--- src/hdl/casg_pkg.sv ---
`timescale 1ns / 1ps
// ----------------------------------------------------------------------------
// Circular arc step generator package
// Shared widths, register indexes, step tables and interface structs.
// ----------------------------------------------------------------------------
package casg_pkg;

    localparam int CASG_COORD_WIDTH = 16;
    localparam int RADIUS_W         = 15;
    localparam int R2_W             = 2 * RADIUS_W;
    localparam int CFG_INDEX_W      = 8;
    localparam int CFG_DATA_W       = 16;
    localparam int M_TDATA_W        = 8;

    typedef enum logic [CFG_INDEX_W-1:0] {
        CFG_RADIUS    = 8'd0,
        CFG_DIRECTION = 8'd1
    } cfg_index_t;

    localparam logic MODE_LOAD = 1'b0;
    localparam logic MODE_TICK = 1'b1;

    typedef struct packed {
        logic [RADIUS_W-1:0] radius;
        logic                direction;
        logic [R2_W-1:0]     r2;
    } cfg_t;

    typedef struct packed {
        logic signed [1:0] step_x;
        logic signed [1:0] step_y;
        logic              arc_done;
    } result_t;

    // Index: direction, f >= 0, x >= 0, y >= 0 from the highest bit down.
    localparam logic signed [1:0] STEP_X_TAB [16] = '{
        2'sd0, -2'sd1, 2'sd1, 2'sd0, 2'sd1, 2'sd0, 2'sd0, -2'sd1,
        -2'sd1, 2'sd0, 2'sd0, 2'sd1, 2'sd0, 2'sd1, -2'sd1, 2'sd0
    };
    localparam logic signed [1:0] STEP_Y_TAB [16] = '{
        -2'sd1, 2'sd0, 2'sd0, 2'sd1, 2'sd0, -2'sd1, 2'sd1, 2'sd0,
        2'sd0, 2'sd1, -2'sd1, 2'sd0, 2'sd1, 2'sd0, 2'sd0, -2'sd1
    };

endpackage

--- src/hdl/casg_cfg_regs.sv ---
`timescale 1ns / 1ps
// ----------------------------------------------------------------------------
// Configuration registers
// Holds radius and direction, and keeps the squared radius ready for the core.
// ----------------------------------------------------------------------------
module casg_cfg_regs
    import casg_pkg::*;
(
    input  logic                   aclk,
    input  logic                   aresetn,
    input  logic                   cfg_valid,
    output logic                   cfg_ready,
    input  logic [CFG_INDEX_W-1:0] cfg_index,
    input  logic [CFG_DATA_W-1:0]  cfg_data,
    output cfg_t                   cfg
);

    logic [RADIUS_W-1:0] radius_reg, radius_next;
    logic                direction_reg, direction_next;
    logic [R2_W-1:0]     r2_reg, r2_next;
    logic [RADIUS_W-1:0] wr_radius;

    assign cfg_ready = 1'b1;
    assign wr_radius = cfg_data[RADIUS_W-1:0];

    always_comb begin
        radius_next    = radius_reg;
        direction_next = direction_reg;
        r2_next        = r2_reg;
        if (cfg_valid && cfg_ready) begin
            case (cfg_index)
                CFG_RADIUS: begin
                    radius_next = wr_radius;
                    r2_next     = R2_W'(wr_radius) * R2_W'(wr_radius);
                end
                CFG_DIRECTION: begin
                    direction_next = cfg_data[0];
                end
                default: begin
                end
            endcase
        end
    end

    always_ff @(posedge aclk) begin
        if (!aresetn) begin
            radius_reg    <= '0;
            direction_reg <= 1'b0;
            r2_reg        <= '0;
        end else begin
            radius_reg    <= radius_next;
            direction_reg <= direction_next;
            r2_reg        <= r2_next;
        end
    end

    assign cfg.radius    = radius_reg;
    assign cfg.direction = direction_reg;
    assign cfg.r2        = r2_reg;

endmodule

--- src/hdl/casg_arc_core.sv ---
`timescale 1ns / 1ps
// ----------------------------------------------------------------------------
// Arc stepping core
// Holds position, start point and activity, and forms one step per transaction.
// ----------------------------------------------------------------------------
module casg_arc_core
    import casg_pkg::*;
#(
    parameter int COORD_WIDTH = CASG_COORD_WIDTH
) (
    input  logic                          aclk,
    input  logic                          aresetn,
    input  logic                          advance,
    input  logic                          mode,
    input  logic signed [COORD_WIDTH-1:0] start_x,
    input  logic signed [COORD_WIDTH-1:0] start_y,
    input  cfg_t                          cfg,
    output result_t                       result
);

    localparam int POS_W = COORD_WIDTH + 1;
    localparam int SQ_W  = 2 * POS_W;
    localparam int CMP_W = (SQ_W > R2_W) ? SQ_W + 1 : R2_W + 1;

    logic signed [POS_W-1:0]       pos_x_reg, pos_x_next;
    logic signed [POS_W-1:0]       pos_y_reg, pos_y_next;
    logic signed [COORD_WIDTH-1:0] origin_x_reg, origin_x_next;
    logic signed [COORD_WIDTH-1:0] origin_y_reg, origin_y_next;
    logic                          active_reg, active_next;

    logic signed [SQ_W-1:0]  px_ext, py_ext, sq_x, sq_y;
    logic [CMP_W-1:0]        sum_sq;
    logic                    outside;
    logic [3:0]              tab_idx;
    logic signed [1:0]       tab_x, tab_y;
    logic signed [POS_W-1:0] moved_x, moved_y;
    logic                    radius_zero;
    logic                    back_at_start;

    assign px_ext  = SQ_W'(pos_x_reg);
    assign py_ext  = SQ_W'(pos_y_reg);
    assign sq_x    = px_ext * px_ext;
    assign sq_y    = py_ext * py_ext;
    assign sum_sq  = CMP_W'($unsigned(sq_x)) + CMP_W'($unsigned(sq_y));
    assign outside = (sum_sq >= CMP_W'(cfg.r2));

    assign tab_idx = {cfg.direction, outside, !pos_x_reg[POS_W-1], !pos_y_reg[POS_W-1]};
    assign tab_x   = STEP_X_TAB[tab_idx];
    assign tab_y   = STEP_Y_TAB[tab_idx];

    assign moved_x = pos_x_reg + POS_W'(tab_x);
    assign moved_y = pos_y_reg + POS_W'(tab_y);

    assign radius_zero   = (cfg.radius == '0);
    assign back_at_start = (moved_x == POS_W'(origin_x_reg))
                        && (moved_y == POS_W'(origin_y_reg));

    always_comb begin
        pos_x_next      = pos_x_reg;
        pos_y_next      = pos_y_reg;
        origin_x_next   = origin_x_reg;
        origin_y_next   = origin_y_reg;
        active_next     = active_reg;
        result.step_x   = 2'sd0;
        result.step_y   = 2'sd0;
        result.arc_done = 1'b1;
        if (mode == MODE_LOAD) begin
            origin_x_next   = start_x;
            origin_y_next   = start_y;
            pos_x_next      = POS_W'(start_x);
            pos_y_next      = POS_W'(start_y);
            active_next     = 1'b1;
            result.arc_done = radius_zero;
        end else if (active_reg && !radius_zero) begin
            pos_x_next      = moved_x;
            pos_y_next      = moved_y;
            active_next     = !back_at_start;
            result.step_x   = tab_x;
            result.step_y   = tab_y;
            result.arc_done = back_at_start;
        end
    end

    always_ff @(posedge aclk) begin
        if (!aresetn) begin
            pos_x_reg    <= '0;
            pos_y_reg    <= '0;
            origin_x_reg <= '0;
            origin_y_reg <= '0;
            active_reg   <= 1'b0;
        end else if (advance) begin
            pos_x_reg    <= pos_x_next;
            pos_y_reg    <= pos_y_next;
            origin_x_reg <= origin_x_next;
            origin_y_reg <= origin_y_next;
            active_reg   <= active_next;
        end
    end

    a_idle_no_step: assert property (@(posedge aclk) disable iff (!aresetn)
        !active_reg |-> (result.step_x == 2'sd0 && result.step_y == 2'sd0))
        else $error("step issued while no arc is active");

    a_one_axis: assert property (@(posedge aclk) disable iff (!aresetn)
        (mode == MODE_TICK && active_reg && !radius_zero)
        |-> ((result.step_x != 2'sd0) != (result.step_y != 2'sd0)))
        else $error("active tick must move exactly one axis");

    a_done_stops: assert property (@(posedge aclk) disable iff (!aresetn)
        (advance && mode == MODE_TICK && result.arc_done && !radius_zero) |=> !active_reg)
        else $error("arc still active after completion");

    a_load_starts: assert property (@(posedge aclk) disable iff (!aresetn)
        (advance && mode == MODE_LOAD) |=> active_reg)
        else $error("load did not start an arc");

endmodule

--- src/hdl/circular_arc_step_generator_top.sv ---
`timescale 1ns / 1ps
// ----------------------------------------------------------------------------
// Circular arc step generator
// m_tvalid rises once the input register's transaction advances into the result register, when that one is free.
// One transaction per cycle while m_tready does not stall; the position registers update as a transaction advances.
// A stall on m_tready holds both registers and drops s_tready once the input register is full.
// Reset: synchronous, active low; clears position, start point, activity, configuration and valids, not data registers.
// ----------------------------------------------------------------------------
module circular_arc_step_generator_top
    import casg_pkg::*;
#(
    parameter int COORD_WIDTH = CASG_COORD_WIDTH
) (
    input  logic                                  aclk,
    input  logic                                  aresetn,
    input  logic                                  s_tvalid,
    output logic                                  s_tready,
    // start_x, start_y
    input  logic [((2*COORD_WIDTH+7)/8)*8-1:0]    s_tdata,
    // mode
    input  logic                                  s_tuser,
    output logic                                  m_tvalid,
    input  logic                                  m_tready,
    // step_x, step_y, arc_done
    output logic [M_TDATA_W-1:0]                  m_tdata,
    input  logic                                  cfg_valid,
    output logic                                  cfg_ready,
    input  logic [CFG_INDEX_W-1:0]                cfg_index,
    input  logic [CFG_DATA_W-1:0]                 cfg_data
);

    cfg_t    cfg;
    result_t core_result;

    logic                          in_valid_reg;
    logic                          mode_reg;
    logic signed [COORD_WIDTH-1:0] start_x_reg, start_y_reg;
    logic                          out_valid_reg;
    result_t                       out_reg;
    logic                          advance;

    assign advance  = in_valid_reg && (!out_valid_reg || m_tready);
    assign s_tready = !in_valid_reg || advance;

    always_ff @(posedge aclk) begin
        if (!aresetn) begin
            in_valid_reg <= 1'b0;
        end else if (s_tready) begin
            in_valid_reg <= s_tvalid;
        end
    end

    always_ff @(posedge aclk) begin
        if (s_tvalid && s_tready) begin
            mode_reg    <= s_tuser;
            start_x_reg <= s_tdata[COORD_WIDTH-1:0];
            start_y_reg <= s_tdata[2*COORD_WIDTH-1:COORD_WIDTH];
        end
    end

    casg_cfg_regs u_cfg_regs (
        .aclk      (aclk),
        .aresetn   (aresetn),
        .cfg_valid (cfg_valid),
        .cfg_ready (cfg_ready),
        .cfg_index (cfg_index),
        .cfg_data  (cfg_data),
        .cfg       (cfg)
    );

    casg_arc_core #(
        .COORD_WIDTH (COORD_WIDTH)
    ) u_arc_core (
        .aclk    (aclk),
        .aresetn (aresetn),
        .advance (advance),
        .mode    (mode_reg),
        .start_x (start_x_reg),
        .start_y (start_y_reg),
        .cfg     (cfg),
        .result  (core_result)
    );

    always_ff @(posedge aclk) begin
        if (!aresetn) begin
            out_valid_reg <= 1'b0;
        end else if (advance) begin
            out_valid_reg <= 1'b1;
        end else if (m_tready) begin
            out_valid_reg <= 1'b0;
        end
    end

    always_ff @(posedge aclk) begin
        if (advance) begin
            out_reg <= core_result;
        end
    end

    assign m_tvalid = out_valid_reg;
    assign m_tdata  = {(M_TDATA_W - 5)'(0), out_reg.arc_done, out_reg.step_y, out_reg.step_x};

endmodule
--- config.mk ---
export PLATFORM = sky130hd
export DESIGN_NAME = circular_arc_step_generator_top
export DESIGN_NICKNAME = d
export VERILOG_FILES = /design/src/hdl/casg_pkg.sv /design/src/hdl/casg_cfg_regs.sv /design/src/hdl/casg_arc_core.sv /design/src/hdl/circular_arc_step_generator_top.sv
export SDC_FILE = /design/constraint.sdc
export NUM_CORES = 2
export LEC_CHECK = 0
export BUFFER_PORTS_ARGS = -buffer_cell sky130_fd_sc_hd__buf_4
export CAP_MARGIN = 20
export CORE_MARGIN = 2
export CORE_UTILIZATION = 40
export CTS_BUF_LIST = sky130_fd_sc_hd__clkbuf_2 sky130_fd_sc_hd__clkbuf_4 sky130_fd_sc_hd__clkbuf_8
export CTS_CLUSTER_SIZE = 16
export DETAILED_ROUTE_END_ITERATION = 8
export PLACE_DENSITY_LB_ADDON = 0.05
export SETUP_SLACK_MARGIN = 0.1
export SYNTH_ARGS = -nofsm -noshare
export SYNTH_HDL_FRONTEND = slang
export SYNTH_SLANG_ARGS = --single-unit
--- constraint.sdc ---
create_clock -name aclk -period 29.4 [get_ports aclk]
set_clock_uncertainty 0.05 [all_clocks]
set_input_delay 1.47 -clock aclk [delete_from_list [all_inputs] [get_ports aclk]]
set_output_delay 1.47 -clock aclk [all_outputs]
set_load 0.005 [all_outputs]
==> flow_summary.toml <==
[final_layout]
drive_above_1_share = 0.0472
fill_cells = 8749
fin_nets = 4896
fin_cells = 4970
largest_register_ffs = 29
area_growth_syn_to_layout_pct = 6.42
fin_util = 0.429
antennaDiodeCount = 0

[detailed_routing]
drt_pass1_iterations = 6
avgRoutedWirePerCell_um = 16.8
detailroute.via_count = 23996
drc = 0
routed_wl_mm = 83.5
drtIter0Drc = 952
via_per_inst = 4.83
ant_nets = 0

[yosys]
synth_async_sr_flop_share = 0
synth_xor_area_frac = 0.0485
synthAdderAreaFrac = 0.517
yosysSeqAreaShare = 0.0976
synthSimpleGateAreaFrac = 0.124
ys_warn_count = 0
yosysUniqueCellTypes = 80
ys_seq_elements = 151
synth_compound_area_frac = 0.0955
syn_inst = 3795
syn_area_per_cell_um2 = 9.19
yosys-mux-area-fraction = 0.00994
synth_ff_type = "dfxtp_1"
synthesis.area_um2 = 34900
synth_edf_count = 38
synth_top_family_by_area = "adder cells"

[setup_path]
cp-end-kind = "flip-flop"
rr_worst_depth = 60
cp_slowest_cell = "dfxtp_1"
critPathLaunchType = "flip-flop"
cp_top_family = "compound AO/OA/AOI/OAI gates"
worstSetupPathDepth = 60
worst-path-max-fanout = 15
cpPeakStageDelay_ns = 0.74
path_buf_inv = 7
crit_required_ns = 29.76
path_class = "reg -> reg"
cp.arrival_ns = 15.98

[sta]
relSlewSlack = 0.250
slew_viol_final = 0
timing.fmax_ghz = 0.0640
finalSetupTns_ns = 0
rsz0062_at_grt = "false"
setup_viol_count_final = 0
fin_ws_ns = 13.78
worstMarginPinSlew_ns = 1.12
final_hold_viol_count = 0
fin_crit_sh = 0.531
period_needed_ns = 15.62

[clocking]
clock_path_buffers = 2
cts_sinks = 151
cts_buffers = 17
clockRootBuffer = "clkbuf_8"
cts_tree = "done"
cts_resized = 0
clk_latency_ns = 0.56
cts_setup_buffers = 0
cts_hold_buf = 0
htree_levels = 4
clkTransAtPathRegs_ns = 0.11

[placed_design]
port_buffers = 67
dp_slack_ns = 13.87
dp_cells = 4938
place_hpwl_mm = 70.5
gp_congestion = 0.790

[job]
drv_cap = 0

[global_route]
grt_remaining_overflow = 0
grt_pass1_wl_mm = 140
track_usage = 0.199
grt_pass1_vias = 25997
antenna_found_initial = 0
grt_start_max_net_pins = 70

[floorplan]
num_io_pins = 73
die_w_um = 299
rows = 108
die_y_um = 299
dieArea_um2 = 89600
core_um2 = 86600
start_util = 0.403

[power_and_ir_drop]
report.power.total_mw = 1.85
powerDensity_nw_per_um2 = 49.9
max-vdd-ir-drop_mv = 0.0718
p_leak_nw = 18.9

[worst_hold_path]
hp-class = "reg -> reg"
min_path_cells = 2

[status]
status = "finished, final reports clean"
==> kinds of logic (layout without fill, tap and decap cells) <==
family | Yosys count | count (layout)
compound gates | 488 | 488
xor+xnor | 190 | 190
fa+ha+maj | 1032 | 1032
buf+inv | 998 | 1016
flops | 151 | 151
mux | 30 | 30
other cells | 2 | 4
simple gates | 904 | 904
==> placed cells by master (no fill, tap or decap), types with 8 or more instances in the layout <==
cell type / netlist / routed
nand4_1: 10 / 10
o21a_1: 19 / 19
ha_1: 351 / 351
a31oi_1: 9 / 9
o211a_1: 23 / 23
clkbuf_8: 0 / 17
and3_1: 17 / 17
mux2i_1: 23 / 23
dfxtp_1: 113 / 113
buf_4: 4 / 108
xnor2_1: 122 / 122
edfxtp_1: 38 / 38
fa_1: 681 / 681
nor2_1: 126 / 124
or3_1: 9 / 9
a211oi_1: 14 / 14
and2_1: 185 / 185
a21o_1: 59 / 59
nor4_1: 11 / 11
nor2b_1: 29 / 29
nand2b_1: 37 / 37
o21ai_0: 79 / 79
nand3_1: 31 / 31
xor2_1: 66 / 66
nor3_1: 19 / 19
o31ai_1: 8 / 8
o21bai_1: 17 / 17
a21boi_0: 62 / 62
inv_1: 876 / 876
or2_2: 10 / 10
a21oi_1: 126 / 125
nand2_1: 402 / 402
o21ai_1: 13 / 13
==> per-layer routing <==
layer,global-route usage,share of wire,up-vias
met5,0,0,-
met4,0.0299,0.011,0
met3,0.0217,0.027,49
met2,0.334,0.48,255
met1,0.282,0.48,12005
li1,-,-,11687
==> power breakdown <==
group,switching (mW),internal [mW]
combinational,0.826,0.618
sequential,0.0113,0.221
clock,0.110,0.0661
==> worst paths after layout <==
path	startpoint	to	slack (ns)
setup / recovery	u_arc_core.pos_x_reg[9]	m_tdata[4]	13.78
hold / removal	u_cfg_regs.r2_reg[4]	u_cfg_regs.r2_reg[4]	0.42
setup reg to reg	u_arc_core.pos_x_reg[9]	m_tdata[4]	13.78
hold reg to reg	u_cfg_regs.r2_reg[4]	u_cfg_regs.r2_reg[4]	0.42
==> through the flow <==
| stage | hold slack [ns] | cell area (um2) |
|---|---|---|
| floorplan | 0.391 | 34900 |
| global placement | 0.404 | 36700 |
| detailed placement | 0.408 | 36700 |
| CTS | 0.422 | 37100 |
| global route | 0.437 | 37100 |
| finish | 0.419 | 37100 |
==> synthesized netlist by cell type (all sizes together) (29+ instances only) <==
| library cell | count | area [um2] |
|---|---|---|
| o21ai | 92 | 460 |
| nand3 | 31 | 155 |
| clkbuf | 113 | 424 |
| a21oi | 126 | 631 |
| a21o | 60 | 452 |
| xor2 | 66 | 578 |
| and2 | 185 | 1160 |
| nor2b | 29 | 181 |
| dfxtp | 113 | 2260 |
| nor2 | 126 | 473 |
| ha | 351 | 4390 |
| inv | 876 | 3290 |
| a21boi | 62 | 465 |
| fa | 681 | 13600 |
| nand2b | 37 | 231 |
| xnor2 | 122 | 1070 |
| edfxtp | 38 | 1140 |
| nand2 | 402 | 1510 |
==> worst register-to-register path, delay by kind of cell (launching register included) <==
family	cells	cell delay, ns
adder cells (fa/ha/maj)	10	3.46
multiplexers	1	0.63
XOR/XNOR	4	0.54
AO/OA/AOI/OAI	25	5.89
AND/OR/NAND/NOR	13	2.84
flip-flops	1	0.74
buffers and inverters	7	1.33
==> cell type report <==
| type | instances | area (um2) | share of cell area |
|---|---|---|---|
| repair buffers | 108 | 811 | 0.0218 |
| clock inverters | 15 | 194 | 0.00522 |
| flip-flops and latches | 151 | 3400 | 0.0917 |
| well taps | 1155 | 1450 | 0.0389 |
| clock buffers | 17 | 234 | 0.00630 |
| multi-input cells | 2648 | 27700 | 0.747 |
| inverters | 876 | 3290 | 0.0886 |
Note: power is estimated with default switching activity, not from simulation.
